File: src/kst_pkg.sv
// Package for the keyed slot table: field widths, operation codes and slot layout.
// No dependencies; imported by keyed_slot_table.
`timescale 1ns / 1ps
`default_nettype none

package kst_pkg;

  localparam int OP_W        = 3;
  localparam int KEY_W       = 31;
  localparam int ITEM_W      = 32;
  localparam int DEF_ENTRIES = 16;

  localparam logic [OP_W-1:0] OP_ADD     = 3'd0;
  localparam logic [OP_W-1:0] OP_DEL_KEY = 3'd1;
  localparam logic [OP_W-1:0] OP_HAS     = 3'd2;
  localparam logic [OP_W-1:0] OP_DEL_VAL = 3'd3;
  localparam logic [OP_W-1:0] OP_START   = 3'd4;
  localparam logic [OP_W-1:0] OP_NEXT    = 3'd5;

  typedef struct packed {
    logic              vld;
    logic [KEY_W-1:0]  key;
    logic [ITEM_W-1:0] item;
  } slot_t;

endpackage

`default_nettype wire

File: src/keyed_slot_table.sv
// Keyed slot table: fixed table of key/item slots held in one synchronous memory.
// Depends on kst_pkg.
`timescale 1ns / 1ps
`default_nettype none

// Table of ENTRIES slots searched linearly from slot 0 (iterate next starts at
// the cursor). Each transaction walks the slot memory one entry per cycle with
// the reads pipelined; unused codes and an exhausted iterator skip the walk. A
// transaction is accepted in S_IDLE, walks in S_SCAN (stopping at the first
// matching slot) and loads the output register in S_DONE, where an output stall
// holds it; no new one is accepted until it ends. The single-port read of the
// slot memory paces the walk. Writes (add, delete) go back in the cycle the
// matching slot is seen. After reset the block sweeps the memory to clear every
// slot; no input transaction is accepted until it ends.
module keyed_slot_table #(
  parameter int ENTRIES = kst_pkg::DEF_ENTRIES
) (
  input  wire                          clk_i,
  input  wire                          rst_ni,
  input  wire                          in_valid_i,
  output logic                         in_stall_o,
  input  wire  [kst_pkg::OP_W-1:0]     operation_i,
  input  wire  [kst_pkg::KEY_W-1:0]    key_i,
  input  wire  [kst_pkg::ITEM_W-1:0]   item_i,
  output logic                         out_valid_o,
  input  wire                          out_stall_i,
  output logic                         found_o,
  output logic                         full_res_o,
  output logic [kst_pkg::ITEM_W-1:0]   item_out_o
);
  import kst_pkg::*;

  localparam int AW = (ENTRIES > 1) ? $clog2(ENTRIES) : 1;
  localparam int CW = $clog2(ENTRIES + 1);
  localparam logic [CW-1:0] LAST_C = CW'(ENTRIES - 1);
  localparam logic [CW-1:0] END_C  = CW'(ENTRIES);
  localparam logic [AW-1:0] LAST_A = AW'(ENTRIES - 1);

  typedef enum logic [1:0] {S_CLEAR, S_IDLE, S_SCAN, S_DONE} state_e;

  state_e              state_q, state_d;
  logic [CW-1:0]       idx_q, idx_d;
  logic [CW-1:0]       cursor_q, cursor_d;
  logic                chk_q, chk_d;
  logic [AW-1:0]       chk_idx_q, chk_idx_d;
  logic [OP_W-1:0]     op_q, op_d;
  logic [KEY_W-1:0]    key_q, key_d;
  logic [ITEM_W-1:0]   item_q, item_d;
  logic                res_found_q, res_found_d;
  logic                res_full_q, res_full_d;
  logic [ITEM_W-1:0]   res_item_q, res_item_d;
  logic                out_valid_d, found_d, full_res_d;
  logic [ITEM_W-1:0]   item_out_d;

  slot_t               mem_q [ENTRIES];
  slot_t               rd_q;
  logic                mem_we, mem_re;
  logic [AW-1:0]       mem_wa, mem_ra;
  slot_t               mem_wd;
  logic                hit, stop;

  always_ff @(posedge clk_i) begin
    if (mem_we) begin
      mem_q[mem_wa] <= mem_wd;
    end
    if (mem_re) begin
      rd_q <= mem_q[mem_ra];
    end
  end

  // match test on the slot read in the previous cycle
  always_comb begin
    case (op_q)
      OP_ADD:     hit = !rd_q.vld;
      OP_DEL_KEY: hit = rd_q.vld && (rd_q.key == key_q);
      OP_HAS:     hit = rd_q.vld && (rd_q.key == key_q);
      OP_DEL_VAL: hit = rd_q.vld && (rd_q.item == item_q);
      OP_START:   hit = rd_q.vld;
      OP_NEXT:    hit = rd_q.vld;
      default:    hit = 1'b0;
    endcase
  end

  always_comb begin
    state_d     = state_q;
    idx_d       = idx_q;
    cursor_d    = cursor_q;
    chk_d       = 1'b0;
    chk_idx_d   = chk_idx_q;
    op_d        = op_q;
    key_d       = key_q;
    item_d      = item_q;
    res_found_d = res_found_q;
    res_full_d  = res_full_q;
    res_item_d  = res_item_q;
    out_valid_d = out_valid_o && out_stall_i;
    found_d     = found_o;
    full_res_d  = full_res_o;
    item_out_d  = item_out_o;
    mem_we      = 1'b0;
    mem_wa      = chk_idx_q;
    mem_wd      = '0;
    mem_re      = 1'b0;
    mem_ra      = idx_q[AW-1:0];
    stop        = 1'b0;

    case (state_q)
      S_CLEAR: begin
        mem_we = 1'b1;
        mem_wa = idx_q[AW-1:0];
        if (idx_q == LAST_C) begin
          idx_d   = '0;
          state_d = S_IDLE;
        end else begin
          idx_d = idx_q + CW'(1);
        end
      end
      S_IDLE: begin
        if (in_valid_i) begin
          op_d        = operation_i;
          key_d       = key_i;
          item_d      = item_i;
          res_found_d = 1'b0;
          res_full_d  = 1'b0;
          res_item_d  = '0;
          idx_d       = (operation_i == OP_NEXT) ? cursor_q : '0;
          if (operation_i == OP_START) begin
            cursor_d = '0;
          end
          // unused codes and an exhausted iterator need no walk
          if ((operation_i != OP_ADD) && (operation_i != OP_DEL_KEY) &&
              (operation_i != OP_HAS) && (operation_i != OP_DEL_VAL) &&
              (operation_i != OP_START) && (operation_i != OP_NEXT)) begin
            state_d = S_DONE;
          end else if ((operation_i == OP_NEXT) && (cursor_q == END_C)) begin
            state_d = S_DONE;
          end else begin
            state_d = S_SCAN;
          end
        end
      end
      S_SCAN: begin
        if (chk_q) begin
          if (hit) begin
            stop        = 1'b1;
            res_found_d = (op_q != OP_ADD);
            if (op_q == OP_ADD) begin
              mem_we = 1'b1;
              mem_wd = '{vld: 1'b1, key: key_q, item: item_q};
            end else if ((op_q == OP_DEL_KEY) || (op_q == OP_DEL_VAL)) begin
              mem_we = 1'b1;
              mem_wd = '{vld: 1'b0, key: rd_q.key, item: rd_q.item};
            end else if (op_q == OP_NEXT) begin
              res_item_d = rd_q.item;
              cursor_d   = CW'(chk_idx_q) + CW'(1);
            end
          end else if (chk_idx_q == LAST_A) begin
            stop       = 1'b1;
            res_full_d = (op_q == OP_ADD);
          end
        end
        if (stop) begin
          state_d = S_DONE;
        end else if (idx_q < END_C) begin
          mem_re    = 1'b1;
          idx_d     = idx_q + CW'(1);
          chk_d     = 1'b1;
          chk_idx_d = idx_q[AW-1:0];
        end
      end
      S_DONE: begin
        if (!out_valid_o || !out_stall_i) begin
          out_valid_d = 1'b1;
          found_d     = res_found_q;
          full_res_d  = res_full_q;
          item_out_d  = res_item_q;
          state_d     = S_IDLE;
        end
      end
      default: begin
        state_d = S_IDLE;
      end
    endcase
  end

  always_ff @(posedge clk_i or negedge rst_ni) begin
    if (!rst_ni) begin
      state_q     <= S_CLEAR;
      idx_q       <= '0;
      cursor_q    <= '0;
      chk_q       <= 1'b0;
      out_valid_o <= 1'b0;
    end else begin
      state_q     <= state_d;
      idx_q       <= idx_d;
      cursor_q    <= cursor_d;
      chk_q       <= chk_d;
      out_valid_o <= out_valid_d;
    end
  end

  always_ff @(posedge clk_i) begin
    chk_idx_q   <= chk_idx_d;
    op_q        <= op_d;
    key_q       <= key_d;
    item_q      <= item_d;
    res_found_q <= res_found_d;
    res_full_q  <= res_full_d;
    res_item_q  <= res_item_d;
    found_o     <= found_d;
    full_res_o  <= full_res_d;
    item_out_o  <= item_out_d;
  end

  assign in_stall_o = (state_q != S_IDLE);

  a_full_not_found: assert property (@(posedge clk_i) disable iff (!rst_ni)
    out_valid_o |-> !(full_res_o && found_o))
    else $error("full and found reported together");

  a_item_needs_found: assert property (@(posedge clk_i) disable iff (!rst_ni)
    (out_valid_o && (item_out_o != '0)) |-> found_o)
    else $error("item returned without found");

  a_cursor_range: assert property (@(posedge clk_i) disable iff (!rst_ni)
    cursor_q <= END_C)
    else $error("scan cursor beyond table");

  a_no_idle_write: assert property (@(posedge clk_i) disable iff (!rst_ni)
    (state_q == S_IDLE) |-> !mem_we)
    else $error("slot memory written while idle");

  a_busy_after_accept: assert property (@(posedge clk_i) disable iff (!rst_ni)
    (in_valid_i && !in_stall_o) |=> in_stall_o)
    else $error("second transaction taken before the first completed");

endmodule

`default_nettype wire
File: config.mk
export PLATFORM = sky130hd
export DESIGN_NAME = keyed_slot_table
export DESIGN_NICKNAME = d
export VERILOG_FILES = /design/src/kst_pkg.sv /design/src/keyed_slot_table.sv
export SDC_FILE = /design/constraint.sdc
export NUM_CORES = 1
export LEC_CHECK = 0
export BUFFER_PORTS_ARGS = -buffer_cell sky130_fd_sc_hd__buf_2
export CAP_MARGIN = 10
export CORE_ASPECT_RATIO = 1.1
export CORE_MARGIN = 1
export CORE_UTILIZATION = 35
export CTS_CLUSTER_DIAMETER = 50
export DETAILED_ROUTE_END_ITERATION = 10
export GPL_ROUTABILITY_DRIVEN = 0
export GPL_TIMING_DRIVEN = 0
export HOLD_SLACK_MARGIN = 0.1
export PLACE_DENSITY_LB_ADDON = 0.25
export RECOVER_POWER = 100
export SLEW_MARGIN = 20
export SYNTH_ARGS = -nofsm -noshare
export SYNTH_HDL_FRONTEND = slang
export SYNTH_SLANG_ARGS = --single-unit
File: constraint.sdc
create_clock -name clk_i -period 10.3 [get_ports clk_i]
set_clock_uncertainty 0.05 [all_clocks]
set_input_delay 2.575 -clock clk_i [delete_from_list [all_inputs] [get_ports clk_i]]
set_output_delay 2.575 -clock clk_i [all_outputs]
set_load 0.05 [all_outputs]
## Word level (Yosys, flattened, before mapping)

Memory sizes are Yosys's and may differ from the RTL's. A register that Yosys moved wholly into a read port is not among the register bits.
Index checks and enable logic that the tools add are counted.
Widths: inputs -> output; s select.

- Reductions and logical operators: 31
- $lt $le $gt $ge: 1
- Mux-type cells: 59
- Add/subtract/negate cells: 2
- Equal/unequal tests: 35
- Bitwise logic cells: 1

Operators by type and width:

| cell | count |
|---|---|
| $mux 64 | 4 |
| $mux 32 | 6 |
| $pmux 32 s2 | 1 |
| $mux 63 | 1 |
| $mux 5 | 12 |
| $eq 32x32->1 | 1 |
| $eq 31x31->1 | 1 |
| $ne 2x2->1 const B | 14 |
| $mux 1 | 23 |
| $pmux 5 s3 | 1 |
| $eq 3x3->1 const B | 4 |
| $reduce_and 4->1 | 3 |
| $pmux 5 s2 | 1 |
| $logic_and 1x1->1 | 9 |
| $reduce_bool 3->1 | 3 |
| $mux 2 | 4 |
| $pmux 2 s4 | 1 |
| $reduce_and 8->1 | 1 |
| $reduce_and 7->1 | 1 |
| $eq 3x2->1 const B | 2 |
| $ne 3x2->1 const B | 2 |
| $ne 3x3->1 const B | 2 |
| $pmux 1 s2 | 3 |
| $add 4x1->5 const B | 1 |
| other kinds (22) | 28 |

- Bits of input ports: 70
- Register bits: 152
- Memories: 1
- Bits in writable memories: 1024
- Logic and storage cells: 145
- Output and inout bits: 36

Memories:

| memory | depth | width | rd ports | clocked after Yosys merged registers in | wr ports | line | source |
|---|---|---|---|---|---|---|---|
| mem_q | 16 | 64 | 1 | 1 | 1 | keyed_slot_table.sv:55 | `slot_t mem_q [ENTRIES];` |

## Logic depth before layout (Yosys ltp)

Gate-level depths: netlist of run 1.

- Depth after elaboration: 9
- Depth in mapped cells: 12
- Gate-level depth less buffers: 10

## Worst setup path after synthesis of run 1

OpenSTA, ideal clock, no wires.

- Path kind: in2reg
- Start point: in out_stall_i
- End point: reg found_o (enable)
- Arrival: 5072 ps
- Buffers on the path: 0
- Path slack: 4701 ps
- Data required time: 9773 ps
- Setup time: 477 ps
- Stages on the path: 1
- Cell sequence: a21boi_0

- Word-level cells in the longest chain between the ends: 3

RTL lines:

| element | line | source |
|---|---|---|
| start, declared | keyed_slot_table.sv:26 | `input wire out_stall_i,` |
| $logic_not 1->1 | keyed_slot_table.sv:172 | `if (!out_valid_o \|\| !out_stall_i) begin` |
| $logic_or 1x1->1 | keyed_slot_table.sv:172 |  |
| $reduce_and 2->1 (no source line) | - |  |
| end signal, assigned | keyed_slot_table.sv:210 | `found_o <= found_d;` |
| end, declared | keyed_slot_table.sv:27 | `output logic found_o,` |

Every way passes these cells.
A chain may end at the register's enable or synchronous reset.

## Final worst setup path of run 1

- Start point: reg idx_q[0]
- End point: mem mem_q[3][42] in the netlist's numbering (enable)

- Word-level cells in the longest chain between the ends: 1

RTL lines:

| element | line | source |
|---|---|---|
| start, declared | keyed_slot_table.sv:42 | `logic [CW-1:0] idx_q, idx_d;` |
| start signal, assigned | keyed_slot_table.sv:195 | `idx_q <= idx_d;` |
| $mux 4 | keyed_slot_table.sv:107 | `case (state_q)` |
| end, declared | keyed_slot_table.sv:55 |  |

Every way passes these cells.

==> impl_metrics.py, run 1 <==
metrics = {
    "placement": {
        "placed_area_um2": 52740,
        "io_buffers": 105,
        "dp_hpwl_um": 89940,
    },
    "logic_synthesis": {
        "syn-num-nets": 2582,
        "largest_cells_by_area_after_synthesis": "sky130_fd_sc_hd__edfxtp_1, sky130_fd_sc_hd__mux4_2, sky130_fd_sc_hd__mux2i_1, sky130_fd_sc_hd__mux2_2, sky130_fd_sc_hd__o21ai_0",
        "synthDominantCellAreaShare_pct": 76.53,
        "synth_top_flop_cell": "sky130_fd_sc_hd__edfxtp_1",
        "synth-seq-cells": 1240,
        "postSynthAreaPerCell_um2": 19.22,
        "netlist_area_um2": 48110,
        "synth.yosys.warnings": 0,
        "synth_edf_count": 1226,
        "synthDominantAreaCellType": "sky130_fd_sc_hd__edfxtp_1",
        "async_flop_share_pct": 1.129,
        "postSynthCellCount": 2503,
        "synth_seq_area_share_pct": 77.26,
        "synthDistinctLibCells": 53,
    },
    "sta": {
        "worst_hold_slack_ns": 0.3663,
        "worstMarginPinSlew_ns": 2.535,
        "crit_share_post_route_pct": 75.90,
        "achievable_clock_frequency_mhz": 127.9,
        "period_needed_ns": 7.818,
        "rsz_0062_raised_after_global_routing": "false",
        "final-max-slew-violation-count": 501,
        "maxSlewHeadroom_pct": -70.53,
        "final-hold-violation-count": 0,
        "setup_violations": 0,
        "setup-tns-final_ns": 0,
    },
    "drt": {
        "wirelength_um": 132100,
        "vias_per_instance": 5.375,
        "route.antenna.remaining_nets": 0,
        "vias": 25477,
        "drtPass1Iterations": 9,
        "post-route-drc-count": 52,
        "drtIter0Drc": 2538,
        "detail_route.wl_per_cell_um": 27.87,
    },
    "cells_and_area": {
        "final_cell_area_um2": 56000,
        "area_delta_synth_final_pct": 16.40,
        "most-common-layout-cells": "sky130_fd_sc_hd__edfxtp_1, sky130_fd_sc_hd__clkbuf_1, sky130_fd_sc_hd__mux2i_1",
        "finalNetCount": 2904,
        "mostFrequentLayoutCell": "sky130_fd_sc_hd__edfxtp_1",
        "post_route_cells_drive_above_1_share_pct": 17.26,
    },
    "pwr": {
        "pwr-share-comb_pct": 22.4,
        "power.ir.vdd_worst_uv": 182.6,
        "fraction_of_power_consumed_by_sequential_logic_pct": 42.9,
        "p_sw_share_pct": 30.89,
        "finalPower_mw": 15.19,
        "clock_power_share_pct": 34.8,
        "power.density_cell_area_nw_per_um2": 271.4,
        "net_switching_power_mw": 4.694,
        "leakage_nw": 19.57,
        "p_int_mw": 10.50,
    },
    "global_routing": {
        "first_global_vias": 26131,
        "globalRoute.totalOverflow": 0,
        "grt_antenna_before_repair": 2,
        "grt_max_degree": 28,
        "track_usage_pct": 19.02,
        "grt_pass1_wl_um": 187900,
    },
    "clocking": {
        "clock_tree_from_tritoncts": "yes",
        "post_cts_hold_buffer_count": 0,
        "tritoncts.num_buffers": 145,
        "cts.sinks": 1240,
        "clkLatencyLatePin_ns": 0.78,
        "cts_max_level": 4,
        "clock_transition_at_path_regs_ns": 0.06,
        "postCtsResizedCells": 0,
        "post_cts.repair.setup_buffers": 0,
        "cts-root-to-sink-buffers": 3,
        "clock_tree.root_cell": "sky130_fd_sc_hd__clkbuf_16",
    },
    "die": {
        "number_of_placement_rows": 142,
        "floorplan.initialDensity_pct": 35.30,
        "floorplan.core_area_um2": 136300,
        "die-area_um2": 138900,
        "die_y_um": 390.8,
        "ios": 106,
        "floorplan.die.width_um": 355.5,
    },
    "outcome": {
        "status": "finished with violations",
        "violations": "design-rule violations, max-capacitance violations, max-slew violations",
    },
    "worst_setup_path": {
        "worstSetupEndpointType": "flop",
        "critPathLaunchType": "flop",
        "criticalPathCategory": "reg -> reg",
        "worstPathRequired_ns": 10.61,
        "worstPathArrival_ns": 8.13,
        "critical_path.max_fanout": 16,
        "regToRegSetupSlack_ns": 2.48,
    },
    "run": {
        "timing.max_cap.violations": 28,
    },
    "hold_path": {
        "min-delay-path-class": "reg -> reg",
    },
}
==> worst paths after layout <==
path | startpoint | end | cells after the start
min in group asynchronous | rst_ni | out_valid_o$_DFF_PN0_ | 1
max in group asynchronous | rst_ni | cursor_q[3]$_DFFE_PN0P_ | 1
setup reg to reg | idx_q[0]$_DFFE_PN0P_ | mem_q[3][42]$_DFFE_PP_ | 9
hold / removal | res_item_q[11]$_SDFFCE_PN0P_ | item_out_o[11]$_DFFE_PP_ | 0
setup / recovery | idx_q[0]$_DFFE_PN0P_ | mem_q[3][42]$_DFFE_PP_ | 9
hold reg to reg | res_item_q[11]$_SDFFCE_PN0P_ | item_out_o[11]$_DFFE_PP_ | 0
==> state kept, by name, indices dropped and copies added (netlist names), 4 cells and up <==
name	cells
chk_idx_q	4
cursor_q	5
idx_q	5
item_out_o	32
item_q	32
key_q	31
mem_q	1024
rd_q	64
res_item_q	32
==> synth_stat cells, drive strengths merged, types with 16 or more instances <==
master	instances
nand2	86
mux2	65
edfxtp	1226
a22o	63
clkbuf	83
mux2i	195
a22oi	64
a21oi	78
nor2	28
xnor2	36
and2	35
nand4	19
mux4	128
o21ai	137
buf	48
nor4	16
a221oi	64
xor2	30
==> through the flow <==
| stage | util (%) | setup WS [ns] | std cells |
|---|---|---|---|
| 4_1_cts | 42.33 | 4.692 | 4738 |
| 3_5_place_dp | 38.70 | 4.733 | 4478 |
| 2_1_floorplan | - | 4.701 | 2503 |
| 5_1_grt | 41.09 | 2.321 | 4738 |
| 3_3_place_gp | 37.34 | -0.6694 | 4408 |
| 6_report | 41.09 | 2.482 | 4740 |
==> logic make-up (layout without fill, tap and decap cells) <==
logic type | count (synthesis) | count (layout) | share of synthesized area, %
buf+inv | 145 | 580 | 1.407
mux | 388 | 388 | 11.57
fa+ha+maj | 9 | 9 | 0.2341
simple gates | 229 | 229 | 2.432
xor+xnor | 66 | 66 | 1.202
flops | 1240 | 1240 | 77.26
compound gates | 426 | 426 | 5.896
other cells | 0 | 2 | 0
==> routing by layer <==
metal	wire length, um	part of all wire (%)	track usage (%)	up-vias
li1	-	-	-	10902
met1	53750	41	24.65	13324
met2	65390	50	31.97	1023
met3	9282	7.0	3.744	228
met4	3661	2.8	6.113	0
met5	0	0	0	-
==> worst max-delay path, cell delays in order (launching register included) <==
cell and delay [ns]:
sky130_fd_sc_hd__dfrtp_1 0.37, sky130_fd_sc_hd__clkbuf_1 0.90, sky130_fd_sc_hd__clkbuf_1 0.93, sky130_fd_sc_hd__clkbuf_1 0.69
sky130_fd_sc_hd__clkbuf_1 0.87, sky130_fd_sc_hd__a31oi_1 0.39, sky130_fd_sc_hd__nor2_1 0.33, sky130_fd_sc_hd__clkbuf_1 1.13
sky130_fd_sc_hd__clkbuf_1 0.63, sky130_fd_sc_hd__clkbuf_1 1.08
==> power by group through the flow <==
| stage | combinational, mW | clock [mW] | sequential [mW] |
|---|---|---|---|
| floorplan | 1.98 | 0 | 6.70 |
| global route | 3.61 | 5.56 | 6.55 |
| finish | 3.40 | 5.28 | 6.51 |
| global placement | 3.37 | 0 | 6.67 |
| CTS | 3.64 | 5.38 | 6.49 |
| detailed placement | 3.62 | 0 | 6.58 |
==> cell type report <==
cell class	count	area [um2]
multi-input combinational	1118	10250
antenna	2	5.005
sequential	1240	37170
clock inverter	96	1142
clock buffer	164	3795
inverter	14	52.55
buffer	131	523.0
timing repair buffer	175	809.5
fill	12031	80280
tap	1800	2252
(Power assumes the default switching activity.)
==> run 2, diff against run 1 <==
clock period = 6.6 ns   (was 10.3 ns; I/O delays follow)
==> run 2 against run 1 <==
Effect of this change: the run still ends with design-rule violations, max-capacitance violations, max-slew violations left; via count about the same; core utilization rose by 0.75 points; critical path depth rose by 1; clock power rose by 56%; die area stayed put; clock-buffer cell count did not move; flip-flop and latch count unchanged; register-to-register slack got worse by 2.1 ns; cell count is the same; sequential power rose by 57%; critical path type unchanged; largest power group unchanged.
==> impl_metrics.py, run 2 (synthesis results as in run 1) <==
metrics = {
    "outcome": {
        "status": "finished with violations",
        "violations": "design-rule violations, max-capacitance violations, max-slew violations",
    },
    "worst_setup_path": {
        "worstPathRequired_ns": 6.94,
        "criticalPathCategory": "reg -> reg",
        "critical_path.max_fanout": 16,
        "critPathLaunch": "key_q[8]$_DFFE_PP_",
        "worstPathArrival_ns": 6.56,
        "worst-r2r-cell-count": 10,
        "critPathLaunchType": "flop",
        "rr_startpoint": "key_q[8]$_DFFE_PP_",
        "worstSetupEndpointType": "flop",
    },
    "global_routing": {
        "grt_antenna_before_repair": 2,
        "track_usage_pct": 19.02,
        "grt_pass1_wl_um": 187900,
        "first_global_vias": 26131,
        "globalRoute.totalOverflow": 0,
        "grt_max_degree": 28,
    },
    "drt": {
        "detail_route.wl_per_cell_um": 27.84,
        "post-route-drc-count": 52,
        "drtPass1Iterations": 8,
        "vias": 25497,
        "vias_per_instance": 5.379,
        "drtIter0Drc": 2554,
        "wirelength_um": 132000,
        "route.antenna.remaining_nets": 0,
    },
    "die": {
        "ios": 106,
        "die_y_um": 390.8,
        "floorplan.die.width_um": 355.5,
        "floorplan.initialDensity_pct": 35.30,
        "die-area_um2": 138900,
        "floorplan.core_area_um2": 136300,
        "number_of_placement_rows": 142,
    },
    "pwr": {
        "net_switching_power_mw": 7.340,
        "fraction_of_power_consumed_by_sequential_logic_pct": 42.7,
        "p_sw_share_pct": 30.85,
        "finalPower_mw": 23.79,
        "p_int_mw": 16.45,
        "pwr-share-comb_pct": 22.7,
        "leakage_nw": 20.03,
        "clock_power_share_pct": 34.6,
        "power.density_cell_area_nw_per_um2": 417.3,
        "power.ir.vdd_worst_uv": 285.2,
    },
    "cells_and_area": {
        "final_core_density_pct": 41.85,
        "most-common-layout-cells": "sky130_fd_sc_hd__edfxtp_1, sky130_fd_sc_hd__mux2i_1, sky130_fd_sc_hd__clkbuf_1",
        "largest_register_ffs": 1024,
        "area_delta_synth_final_pct": 18.54,
        "finalNetCount": 2904,
        "regMostFlops": "mem_q",
        "post_route_cells_drive_above_1_share_pct": 19.40,
        "mostFrequentLayoutCell": "sky130_fd_sc_hd__edfxtp_1",
        "final_layout_fill_cell_count": 11892,
        "reg.largest.list": "mem_q x1024, rd_q x64",
    },
    "sta": {
        "final-hold-violation-count": 0,
        "setup_ws_ns": 0.3752,
        "setup_violations": 0,
        "worstMarginPinSlew_ns": 2.556,
        "maxSlewHeadroom_pct": -71.90,
        "period_needed_ns": 6.225,
        "crit_share_post_route_pct": 94.32,
        "achievable_clock_frequency_mhz": 160.6,
        "rsz_0062_raised_after_global_routing": "false",
        "final-max-slew-violation-count": 177,
    },
    "clocking": {
        "clock_tree_from_tritoncts": "yes",
        "tritoncts.num_buffers": 145,
        "clkLatencyLatePin_ns": 0.78,
        "post_cts_hold_buffer_count": 0,
        "postCtsResizedCells": 0,
        "cts.sinks": 1240,
        "post_cts.repair.setup_buffers": 0,
        "cts_max_level": 4,
        "clock_tree.root_cell": "sky130_fd_sc_hd__clkbuf_16",
        "cts-root-to-sink-buffers": 3,
        "clock_transition_at_path_regs_ns": 0.06,
    },
    "hold_path": {
        "hold_depth": 0,
        "min-delay-path-class": "reg -> reg",
        "worstHoldStart": "res_item_q[11]$_SDFFCE_PN0P_",
    },
    "placement": {
        "io_buffers": 105,
        "dp_hpwl_um": 89940,
        "place_ws_ns": 1.033,
    },
    "run": {
        "timing.max_cap.violations": 10,
    },
}
[run 2: per-stage QoR]
step	hold slack (ns)	instance area (um2)	TNS, ns	cells
6_report	0.3656	57020	0	4740
5_1_grt	0.3710	57020	0	4738
4_1_cts	0.3685	57680	0	4738
3_5_place_dp	0.3545	52740	0	4478
3_3_place_gp	0.3559	50880	-3572.10	4408
2_1_floorplan	0.3503	48110	0	2503
[run 2: critical path: stages (launching register included)]
cell and delay, ns:
sky130_fd_sc_hd__edfxtp_1 0.43, sky130_fd_sc_hd__xnor2_1 0.67, sky130_fd_sc_hd__nand4_1 0.19, sky130_fd_sc_hd__or3_1 0.42, sky130_fd_sc_hd__or4_1 0.69, sky130_fd_sc_hd__a211oi_1 0.88, sky130_fd_sc_hd__a21oi_1 0.38, sky130_fd_sc_hd__nor2_1 0.45
sky130_fd_sc_hd__buf_12 0.24, sky130_fd_sc_hd__clkbuf_1 0.74, sky130_fd_sc_hd__clkbuf_2 0.66
[run 2: layer usage]
layer  GRT usage [%]  share of wire, %
met4           6.113               2.6
met2           31.97                50
met5               0                 0
met3           3.744               6.8
met1           24.65                41
[run 2: power groups by stage]
| stage | clock, mW | combinational, mW | sequential, mW |
|---|---|---|---|
| global route | 8.68 | 5.73 | 10.2 |
| finish | 8.24 | 5.40 | 10.2 |
| floorplan | 0 | 3.09 | 10.5 |
| CTS | 8.39 | 5.67 | 10.1 |
| global placement | 0 | 5.25 | 10.4 |
| detailed placement | 0 | 5.65 | 10.3 |
[run 2: layout make-up]
cell class                      count  area [um2]  area share, %
Inverter                           14       52.55        0.09215
Clock buffer                      164        3795          6.655
Antenna cell                        2       5.005       0.008777
Multi-Input combinational cell   1118       10270          18.02
Buffer                            131       621.8          1.090
Clock inverter                     96        1142          2.003
Timing Repair Buffer              175        1717          3.010
Sequential cell                  1240       37170          65.17
Tap cell                         1800        2252          3.949
[run 2: final timing paths]
| kind | to | slack (ns) |
|---|---|---|
| max | mem_q[2][42]$_DFFE_PP_ | 0.38 |
| min | item_out_o[11]$_DFFE_PP_ | 0.37 |
| max reg2reg | mem_q[2][42]$_DFFE_PP_ | 0.38 |
| min reg2reg | item_out_o[11]$_DFFE_PP_ | 0.37 |
| max in group asynchronous | cursor_q[3]$_DFFE_PN0P_ | 4.97 |
| min in group asynchronous | out_valid_o$_DFF_PN0_ | 0.95 |
